$ cat src/hw/rtl/ibp_pkg.sv
package ibp_pkg;

    // Registers arrive as unsigned Q1.16 values.
    localparam int REG_FRAC = 16;
    localparam int REG_W    = 17;
    localparam int CH_W     = 8;

    localparam logic [REG_W-1:0] REG_RESET = 17'h10000;
    localparam logic [CH_W-1:0]  CH_MAX    = 8'hFF;

    typedef enum logic {
        CFG_ILLUM_MIN = 1'b0,
        CFG_ILLUM_MAX = 1'b1
    } t_cfg_idx;

    typedef struct packed {
        logic [CH_W-1:0] red;
        logic [CH_W-1:0] green;
        logic [CH_W-1:0] blue;
    } t_pix;

    // Stage control that travels with every pixel.
    typedef struct packed {
        logic valid;
        logic bright;
        logic ovf;
    } t_ctl;

endpackage

$ cat src/hw/rtl/ibp_front.sv
module ibp_front #(
    parameter int FRAC_BITS = 16
) (
    input  logic                               i_clk,
    input  logic                               i_rst_n,
    input  logic                               i_valid,
    input  ibp_pkg::t_pix                      i_pix,
    input  logic [ibp_pkg::CH_W-1:0]           i_light,
    input  logic [ibp_pkg::REG_W-1:0]          i_illum_min,
    input  logic [ibp_pkg::REG_W-1:0]          i_illum_max,
    input  logic                               i_ready,
    output logic                               o_ready,
    output ibp_pkg::t_ctl                      o_ctl,
    output ibp_pkg::t_pix                      o_pix,
    output logic [2*FRAC_BITS:0]               o_num,
    output logic [FRAC_BITS:0]                 o_div
);

    localparam int IW    = FRAC_BITS + 1;
    localparam int NW    = 2 * FRAC_BITS + 1;
    localparam int QW    = FRAC_BITS + 8;
    localparam int CW    = IW + QW;
    localparam int A_DIV = (1 << FRAC_BITS) / 255;
    localparam int B_MOD = (1 << FRAC_BITS) % 255;
    localparam int K4    = (4 * (1 << FRAC_BITS) + 5) / 10;

    localparam logic [IW-1:0] A_DIV_C = IW'(A_DIV);
    localparam logic [15:0]   B_MOD_C = 16'(B_MOD);
    localparam logic [NW-1:0] K4_C    = NW'(K4);

    logic [IW-1:0] lo;
    logic [IW-1:0] hi;

    generate
        if (FRAC_BITS >= ibp_pkg::REG_FRAC) begin : g_up
            assign lo = IW'(i_illum_min) << (FRAC_BITS - ibp_pkg::REG_FRAC);
            assign hi = IW'(i_illum_max) << (FRAC_BITS - ibp_pkg::REG_FRAC);
        end else begin : g_down
            assign lo = IW'(i_illum_min >> (ibp_pkg::REG_FRAC - FRAC_BITS));
            assign hi = IW'(i_illum_max >> (ibp_pkg::REG_FRAC - FRAC_BITS));
        end
    endgenerate

    // light * 2^F / 255 is split as light * (2^F div 255) plus the floor of
    // light * (2^F mod 255) / 255, and the latter fits the 16-bit trick.
    logic [15:0]   lb;
    logic [16:0]   lb_sum;
    logic [IW-1:0] n_illum;
    logic [NW-1:0] n_num;

    always_comb begin
        lb      = 16'(i_light) * B_MOD_C;
        lb_sum  = {1'b0, lb} + 17'd1 + {9'd0, lb[15:8]};
        n_illum = IW'(i_light) * A_DIV_C + IW'(lb_sum[16:8]);
        n_num   = K4_C * NW'(hi);
    end

    ibp_pkg::t_ctl r_a_ctl;
    ibp_pkg::t_pix r_a_pix;
    logic [IW-1:0] r_a_illum;
    logic [NW-1:0] r_a_num;

    ibp_pkg::t_ctl r_b_ctl;
    ibp_pkg::t_pix r_b_pix;
    logic [NW-1:0] r_b_num;
    logic [IW-1:0] r_b_div;

    logic a_ready;
    logic b_ready;

    assign b_ready = !r_b_ctl.valid || i_ready;
    assign a_ready = !r_a_ctl.valid || b_ready;
    assign o_ready = a_ready;

    logic [IW-1:0] clamped;
    ibp_pkg::t_ctl n_b_ctl;
    logic [IW-1:0] n_b_div;

    always_comb begin
        clamped        = (r_a_illum < lo) ? lo : r_a_illum;
        n_b_div        = (clamped == '0) ? IW'(1) : clamped;
        n_b_ctl.valid  = r_a_ctl.valid;
        n_b_ctl.bright = clamped < hi;
        // A quotient that does not fit saturates every nonzero channel.
        n_b_ctl.ovf    = CW'(r_a_num) >= (CW'(n_b_div) << QW);
    end

    always_ff @(posedge i_clk) begin
        if (!i_rst_n) begin
            r_a_ctl <= '0;
            r_b_ctl <= '0;
        end else begin
            if (a_ready) begin
                r_a_ctl <= '{valid: i_valid, bright: 1'b0, ovf: 1'b0};
            end
            if (b_ready) begin
                r_b_ctl <= n_b_ctl;
            end
        end
    end

    always_ff @(posedge i_clk) begin
        if (a_ready) begin
            r_a_pix   <= i_pix;
            r_a_illum <= n_illum;
            r_a_num   <= n_num;
        end
        if (b_ready) begin
            r_b_pix <= r_a_pix;
            r_b_num <= r_a_num;
            r_b_div <= n_b_div;
        end
    end

    assign o_ctl = r_b_ctl;
    assign o_pix = r_b_pix;
    assign o_num = r_b_num;
    assign o_div = r_b_div;

endmodule

$ cat src/hw/rtl/ibp_div_step.sv
module ibp_div_step #(
    parameter int FRAC_BITS = 16,
    parameter int BIT       = 0
) (
    input  logic                     i_clk,
    input  logic                     i_rst_n,
    input  ibp_pkg::t_ctl            i_ctl,
    input  ibp_pkg::t_pix            i_pix,
    input  logic [2*FRAC_BITS:0]     i_rem,
    input  logic [FRAC_BITS:0]       i_div,
    input  logic [FRAC_BITS+7:0]     i_quo,
    input  logic                     i_ready,
    output logic                     o_ready,
    output ibp_pkg::t_ctl            o_ctl,
    output ibp_pkg::t_pix            o_pix,
    output logic [2*FRAC_BITS:0]     o_rem,
    output logic [FRAC_BITS:0]       o_div,
    output logic [FRAC_BITS+7:0]     o_quo
);

    localparam int IW = FRAC_BITS + 1;
    localparam int NW = 2 * FRAC_BITS + 1;
    localparam int QW = FRAC_BITS + 8;
    localparam int CW = IW + QW;

    logic [CW-1:0] shifted;
    logic          ge;
    logic [NW-1:0] n_rem;
    logic [QW-1:0] n_quo;

    // One restoring step: try to take divisor * 2^BIT out of the remainder.
    always_comb begin
        shifted = CW'(i_div) << BIT;
        ge      = CW'(i_rem) >= shifted;
        n_rem   = ge ? NW'(CW'(i_rem) - shifted) : i_rem;
        n_quo   = ge ? (i_quo | (QW'(1) << BIT)) : i_quo;
    end

    ibp_pkg::t_ctl r_ctl;
    ibp_pkg::t_pix r_pix;
    logic [NW-1:0] r_rem;
    logic [IW-1:0] r_div;
    logic [QW-1:0] r_quo;

    assign o_ready = !r_ctl.valid || i_ready;

    always_ff @(posedge i_clk) begin
        if (!i_rst_n) begin
            r_ctl <= '0;
        end else if (o_ready) begin
            r_ctl <= i_ctl;
        end
    end

    always_ff @(posedge i_clk) begin
        if (o_ready) begin
            r_pix <= i_pix;
            r_rem <= n_rem;
            r_div <= i_div;
            r_quo <= n_quo;
        end
    end

    assign o_ctl = r_ctl;
    assign o_pix = r_pix;
    assign o_rem = r_rem;
    assign o_div = r_div;
    assign o_quo = r_quo;

endmodule

$ cat src/hw/rtl/ibp_back.sv
module ibp_back #(
    parameter int FRAC_BITS = 16
) (
    input  logic                 i_clk,
    input  logic                 i_rst_n,
    input  ibp_pkg::t_ctl        i_ctl,
    input  ibp_pkg::t_pix        i_pix,
    input  logic [FRAC_BITS+7:0] i_quo,
    input  logic                 i_ready,
    output logic                 o_ready,
    output logic                 o_valid,
    output ibp_pkg::t_pix        o_pix
);

    localparam int QW = FRAC_BITS + 8;
    localparam int SW = FRAC_BITS + 9;
    localparam int PW = SW + ibp_pkg::CH_W;
    localparam int K6 = (6 * (1 << FRAC_BITS) + 5) / 10;

    localparam logic [SW-1:0] K6_C  = SW'(K6);
    localparam logic [SW-1:0] SAT_C = SW'(1) << QW;

    function automatic logic [ibp_pkg::CH_W-1:0] scale_ch(
        input logic [ibp_pkg::CH_W-1:0] ch,
        input logic [SW-1:0]            scale
    );
        logic [PW-1:0] prod;
        prod = PW'(ch) * PW'(scale);
        if (|prod[PW-1:FRAC_BITS+8]) begin
            scale_ch = ibp_pkg::CH_MAX;
        end else begin
            scale_ch = prod[FRAC_BITS+7:FRAC_BITS];
        end
    endfunction

    ibp_pkg::t_ctl r_s_ctl;
    ibp_pkg::t_pix r_s_pix;
    logic [SW-1:0] r_s_scale;

    logic          r_o_valid;
    ibp_pkg::t_pix r_o_pix;

    logic s_ready;
    logic out_ready;

    assign out_ready = !r_o_valid || i_ready;
    assign s_ready   = !r_s_ctl.valid || out_ready;
    assign o_ready   = s_ready;

    logic [SW-1:0] n_scale;
    ibp_pkg::t_pix n_pix;

    always_comb begin
        n_scale = i_ctl.ovf ? SAT_C : K6_C + SW'(i_quo);
        if (r_s_ctl.bright) begin
            n_pix.red   = scale_ch(r_s_pix.red, r_s_scale);
            n_pix.green = scale_ch(r_s_pix.green, r_s_scale);
            n_pix.blue  = scale_ch(r_s_pix.blue, r_s_scale);
        end else begin
            n_pix = r_s_pix;
        end
    end

    always_ff @(posedge i_clk) begin
        if (!i_rst_n) begin
            r_s_ctl   <= '0;
            r_o_valid <= 1'b0;
        end else begin
            if (s_ready) begin
                r_s_ctl <= i_ctl;
            end
            if (out_ready) begin
                r_o_valid <= r_s_ctl.valid;
            end
        end
    end

    always_ff @(posedge i_clk) begin
        if (s_ready) begin
            r_s_pix   <= i_pix;
            r_s_scale <= n_scale;
        end
        if (out_ready) begin
            r_o_pix <= n_pix;
        end
    end

    assign o_valid = r_o_valid;
    assign o_pix   = r_o_pix;

endmodule

$ cat src/hw/rtl/illumination_brighten_pixel.sv
// Channel   Direction  Handshake          Payload
// pixel in  input      i_valid / o_stall  i_red_in, i_green_in, i_blue_in, i_light_level
// pixel out output     o_valid / i_stall  o_red_out, o_green_out, o_blue_out
// config    input      i_cfg_wr_en        i_cfg_index, i_cfg_wdata (17 bits)
//
// One pixel per clock while i_stall is low; the divider resolves one quotient
// bit per stage over FRAC_BITS + 8 stages.
// Synchronous active-low reset empties the pipeline and sets both registers to 1.0.
// A stall holds only the stages that are full: bubbles close up, so the
// pipeline keeps taking pixels until every stage holds one.
module illumination_brighten_pixel #(
    parameter int FRAC_BITS = 16
) (
    input  logic                             i_clk,
    input  logic                             i_rst_n,
    input  logic                             i_valid,
    output logic                             o_stall,
    input  logic [ibp_pkg::CH_W-1:0]         i_red_in,
    input  logic [ibp_pkg::CH_W-1:0]         i_green_in,
    input  logic [ibp_pkg::CH_W-1:0]         i_blue_in,
    input  logic [ibp_pkg::CH_W-1:0]         i_light_level,
    input  logic                             i_cfg_wr_en,
    input  logic                             i_cfg_index,
    input  logic [ibp_pkg::REG_W-1:0]        i_cfg_wdata,
    output logic                             o_valid,
    input  logic                             i_stall,
    output logic [ibp_pkg::CH_W-1:0]         o_red_out,
    output logic [ibp_pkg::CH_W-1:0]         o_green_out,
    output logic [ibp_pkg::CH_W-1:0]         o_blue_out
);

    localparam int IW = FRAC_BITS + 1;
    localparam int NW = 2 * FRAC_BITS + 1;
    localparam int QW = FRAC_BITS + 8;

    logic [ibp_pkg::REG_W-1:0] r_illum_min;
    logic [ibp_pkg::REG_W-1:0] r_illum_max;

    always_ff @(posedge i_clk) begin
        if (!i_rst_n) begin
            r_illum_min <= ibp_pkg::REG_RESET;
            r_illum_max <= ibp_pkg::REG_RESET;
        end else if (i_cfg_wr_en) begin
            unique case (ibp_pkg::t_cfg_idx'(i_cfg_index))
                ibp_pkg::CFG_ILLUM_MIN: r_illum_min <= i_cfg_wdata;
                ibp_pkg::CFG_ILLUM_MAX: r_illum_max <= i_cfg_wdata;
            endcase
        end
    end

    ibp_pkg::t_pix in_pix;
    assign in_pix = '{red: i_red_in, green: i_green_in, blue: i_blue_in};

    ibp_pkg::t_ctl div_ctl [0:QW];
    ibp_pkg::t_pix div_pix [0:QW];
    logic [NW-1:0] div_rem [0:QW];
    logic [IW-1:0] div_d   [0:QW];
    logic [QW-1:0] div_quo [0:QW];
    logic          div_rdy [0:QW];
    logic          front_ready;

    assign div_quo[0] = '0;

    ibp_front #(
        .FRAC_BITS(FRAC_BITS)
    ) u_front (
        .i_clk       (i_clk),
        .i_rst_n     (i_rst_n),
        .i_valid     (i_valid),
        .i_pix       (in_pix),
        .i_light     (i_light_level),
        .i_illum_min (r_illum_min),
        .i_illum_max (r_illum_max),
        .i_ready     (div_rdy[0]),
        .o_ready     (front_ready),
        .o_ctl       (div_ctl[0]),
        .o_pix       (div_pix[0]),
        .o_num       (div_rem[0]),
        .o_div       (div_d[0])
    );

    // Most significant quotient bit first.
    generate
        for (genvar s = 0; s < QW; s++) begin : g_div
            ibp_div_step #(
                .FRAC_BITS(FRAC_BITS),
                .BIT      (QW - 1 - s)
            ) u_step (
                .i_clk   (i_clk),
                .i_rst_n (i_rst_n),
                .i_ctl   (div_ctl[s]),
                .i_pix   (div_pix[s]),
                .i_rem   (div_rem[s]),
                .i_div   (div_d[s]),
                .i_quo   (div_quo[s]),
                .i_ready (div_rdy[s+1]),
                .o_ready (div_rdy[s]),
                .o_ctl   (div_ctl[s+1]),
                .o_pix   (div_pix[s+1]),
                .o_rem   (div_rem[s+1]),
                .o_div   (div_d[s+1]),
                .o_quo   (div_quo[s+1])
            );
        end
    endgenerate

    ibp_pkg::t_pix out_pix;

    ibp_back #(
        .FRAC_BITS(FRAC_BITS)
    ) u_back (
        .i_clk   (i_clk),
        .i_rst_n (i_rst_n),
        .i_ctl   (div_ctl[QW]),
        .i_pix   (div_pix[QW]),
        .i_quo   (div_quo[QW]),
        .i_ready (!i_stall),
        .o_ready (div_rdy[QW]),
        .o_valid (o_valid),
        .o_pix   (out_pix)
    );

    // The final remainder and divisor are not needed past the last step.
    logic unused_tail;
    assign unused_tail = ^{div_rem[QW], div_d[QW]};

    assign o_stall     = !front_ready;
    assign o_red_out   = out_pix.red;
    assign o_green_out = out_pix.green;
    assign o_blue_out  = out_pix.blue;

endmodule

$ cat config.mk
export PLATFORM = sky130hd
export DESIGN_NAME = illumination_brighten_pixel
export DESIGN_NICKNAME = d
export VERILOG_FILES = /design/src/hw/rtl/ibp_pkg.sv /design/src/hw/rtl/ibp_front.sv /design/src/hw/rtl/ibp_div_step.sv /design/src/hw/rtl/ibp_back.sv /design/src/hw/rtl/illumination_brighten_pixel.sv
export SDC_FILE = /design/constraint.sdc
export NUM_CORES = 2
export LEC_CHECK = 0
export ABC_AREA = 1
export BUFFER_PORTS_ARGS = -buffer_cell sky130_fd_sc_hd__buf_2
export CELL_PAD_IN_SITES_DETAIL_PLACEMENT = 0
export CELL_PAD_IN_SITES_GLOBAL_PLACEMENT = 2
export CORE_MARGIN = 3
export CORE_UTILIZATION = 44
export CTS_CLUSTER_SIZE = 10
export DETAILED_ROUTE_END_ITERATION = 12
export PLACE_DENSITY = 0.79
export REMOVE_ABC_BUFFERS = 1
export SETUP_SLACK_MARGIN = 0.2
export SLEW_MARGIN = 20
export SYNTH_ARGS = -nofsm -noshare
export SYNTH_HDL_FRONTEND = slang
export SYNTH_SLANG_ARGS = --single-unit
$ cat constraint.sdc
create_clock -name i_clk -period 18.2 [get_ports i_clk]
set_input_delay 2.73 -clock i_clk [delete_from_list [all_inputs] [get_ports i_clk]]
set_output_delay 2.73 -clock i_clk [all_outputs]
set_load 0.02 [all_outputs]
==> results_dict.tcl <==
set metrics [dict create \
    path_max_fanout 79 \
    fin_crit_ps 11420 \
    slew_headroom 0.2828 \
    combPwrFrac 0.431 \
    place.gp.congestion 0.8711 \
    crit_path_end_kind "primary output" \
    wirelength_mm 257.0 \
    overflow 0 \
    clockPowerShare 0.213 \
    finalPower_mw 23.72 \
    finalSetupViolCount 0 \
    layout_commonest_cell "edfxtp_1" \
    crit_start "i_stall" \
    rows 191 \
    drive_above_1_share 0.05494 \
    fin_area_um2 133600 \
    outcome "complete, no violations" \
    dpl_cell_area_um2 125300 \
    setup_tns_ps 0 \
    clk_pin_slew_ps 50 \
    finClkSkew_ps 70.19 \
    drv_slew 0 \
    synthArstFlopShare 0 \
    root_buffer "clkbuf_16" \
    cp-endpoint "o_stall" \
    antenna_left 0 \
    viasPerCell 4.979 \
    p_seq_frac 0.356 \
    die_x_um 529.3 \
    pin_count 81 \
    avgSynthCellArea_um2 11.46 \
    grt_pass1_vias 75440 \
    fmax_ghz 0.08760 \
    rsz0062_at_grt "false" \
    tritoncts "yes" \
    r2r_end "g_div[0].u_step.o_pix[1]" \
    drt_iter0_drc 3891 \
    initial_utilization 0.4435 \
    p_leak_nw 58.41 \
    timing.rr.start "g_div[23].u_step.o_ctl[2]" \
    vias 71980 \
    crit_type "input port to primary output" \
    netSwitchingFraction 0.3869 \
    ys_seq_area_frac 0.5720 \
    synth-adder-area-share 0.1571 \
    arrival_ps 8690 \
    grt_max_degree 95 \
    die_area_um2 280200 \
    htree_levels 5 \
    max_cap_violations 0 \
    clockBufferDepth 4 \
    first_pass_iters 6 \
    ff2ff_setup_slack_ps 11820 \
    period_share 0.6272 \
    die_y_um 529.3 \
    tightest_slew_ps 1076 \
    synth_edf_count 2220 \
    antenna_found_initial 1 \
    synthToLayoutAreaGrowth_pct 10.86 \
    grt_pass1_wl_mm 412.6 \
    cp.required_ps 15470 \
    ctsHoldBuffers 0 \
    synth-simple-area-share 0.09942 \
    synthCells 10520 \
    drc_errors 0 \
    synth-xor-area-share 0.03474 \
    crit_chain "buf_2, nand2_2, nor2_4, nand4_4, nor2_4, nand4_4, nor2_4, nand4_4, nor2_4, nand4_4, nor2_4, nand4_4, nor2_4, nand4_4, buf_4, nor2_4, nand3_4, buf_4, inv_1, buf_2" \
    irDropWorstVdd_uv 155.0 \
    io_buffers 80 \
    synth_compound_area_frac 0.07082 \
    synth_ff_type "edfxtp_1" \
    hold_viol 0 \
    power_density_nw_per_um2 177.6 \
    ys_ff_latch 2333 \
    slowest_delay_ps 630 \
    finalNonFillerCells 14460 \
    cts_buffers 287 \
    synth_top_family_by_area "adder cells" \
    dp_cells 14040 \
    fill_cells 23880 \
    reg2regPathDepth 14 \
    yosysUniqueCellTypes 62 \
    synthMuxAreaShare 0.0002803 \
    clk_latency_ps 840 \
    wl_per_cell_um 17.78 \
    p_int_mw 14.54 \
    hold_path_startpoint "g_div[4].u_step.o_quo[21]" \
    cts_sinks 2333 \
    crit_top_cell "nor2_4" \
    core_area_um2 271700 \
    grt_use_total 0.1856 \
    syn_area_um2 120500 \
    hp-class "flip-flop to flip-flop" \
    cp-start-kind "input port" \
    layout.nets 12020 \
    layout_common_cells "edfxtp_1, inv_1, nand2_1, a21oi_1, ha_1" \
    switchingPower_mw 9.177 \
    cts_setup_buffers 0 \
    fin_util 0.4916 \
    dp_hpwl_mm 194.1 \
    cts_resized 0 \
    cp_slowest_cell "nand4_4" \
    ys_warn_count 0 \
]
==> cell usage after synthesis, drive strengths merged (4+ instances only) <==
cell     instances  area (um^2)
a31o             4        35.03
a2111oi          5        43.79
o21bai          22        168.9
a21o            19        142.6
edfxtp        2220        66660
nor4           102        638.1
and2             6        37.54
and3             4        25.02
a221oi          10        87.58
xor2           245         2146
o31ai           14        105.1
a211oi          21        157.7
fa             508        10170
nand2         1539         5777
nor3           110        550.5
a21boi          12        90.09
nor2           706         2791
or2             38        237.7
nor3b            5        37.54
o311ai           4        35.04
o221ai          14        122.6
a41oi            5        43.79
o21a            39        292.8
ha             700         8758
o2111ai         10        87.58
a31oi           27        168.9
o21ai          545         2731
nand3          185        930.9
buf              4        15.01
or4              8        60.06
clkbuf         217        814.5
inv           1885         7076
o211ai          21        157.7
xnor2          233         2041
dfxtp          113         2262
nand4           95        780.7
nand3b          10        75.07
a21oi          791         3963
==> area by class of cell <==
type                            count  area, um^2  share of cell area
Antenna cell                        2       5.005          0.00003747
Clock buffer                      377        7772             0.05818
Clock inverter                     38       432.9            0.003241
Inverter                         1887        7096             0.05312
Multi-Input combinational cell   6076       43750              0.3275
Sequential cell                  2333       68930              0.5160
Tap cell                         3570        4467             0.03344
Timing Repair Buffer              173        1140            0.008533
==> power groups by stage <==
stage / Clock, mW / Combinational (mW) / Sequential [mW]
finish: 5.06 / 10.2 / 8.45
global route: 5.43 / 11.8 / 8.58
CTS: 5.22 / 10.3 / 8.48
detailed placement: 0 / 10.3 / 8.57
global placement: 0 / 10.2 / 8.56
floorplan: 0 / 7.71 / 8.17
==> layer usage <==
metal / vias to the layer above / GRT usage / wire length [um]
met5: - / 0 / 0
met4: 0 / 0.05889 / 8162
met3: 399 / 0.02179 / 7703
met2: 1095 / 0.3428 / 133700
met1: 34690 / 0.2245 / 107500
li1: 35800 / - / -
==> per-stage QoR <==
| step | hold WS [ps] | setup slack, ps |
|---|---|---|
| floorplan | 400.3 | 1314 |
| detailed placement | 404.5 | 6662 |
| finish | 384.2 | 6785 |
| global route | 401.1 | 6107 |
| CTS | 389.0 | 6631 |
| global placement | 400.2 | 6851 |
==> state kept, by name, indices dropped and copies added (netlist names), 25 cells and up <==
register,count
g_div.u_step.o_ctl,72
g_div.u_step.o_div,391
g_div.u_step.o_pix,576
g_div.u_step.o_quo,300
g_div.u_step.o_rem,736
u_back.r_s_scale,25
u_front.o_num,31
u_front.r_a_num,31
==> logic make-up after synthesis <==
group | Yosys count
and+or+nand+nor | 2813
adders and majority gates | 1208
buffers and inverters | 2108
muxes | 3
AOI/OAI and AO/OA | 1574
xor gates and xnor gates | 478
DFF | 2333
==> worst max-delay path: cells and delay by family <==
kind	cells	cell delay, ps
simple gates	15	4540
buf+inv	5	1250
==> worst min-delay path by stage <==
stage / cells after the start / slack (ps) / end
2_1_floorplan: 0 / 400 / g_div[0].u_step.o_pix[0]
5_1_grt: 0 / 400 / g_div[5].u_step.o_quo[21]
4_1_cts: 0 / 390 / g_div[5].u_step.o_quo[21]
3_5_place_dp: 0 / 400 / g_div[0].u_step.o_pix[0]
3_3_place_gp: 0 / 400 / g_div[5].u_step.o_pix[22]
6_report: 0 / 380 / g_div[5].u_step.o_quo[21]
(Power assumes the default switching activity.)
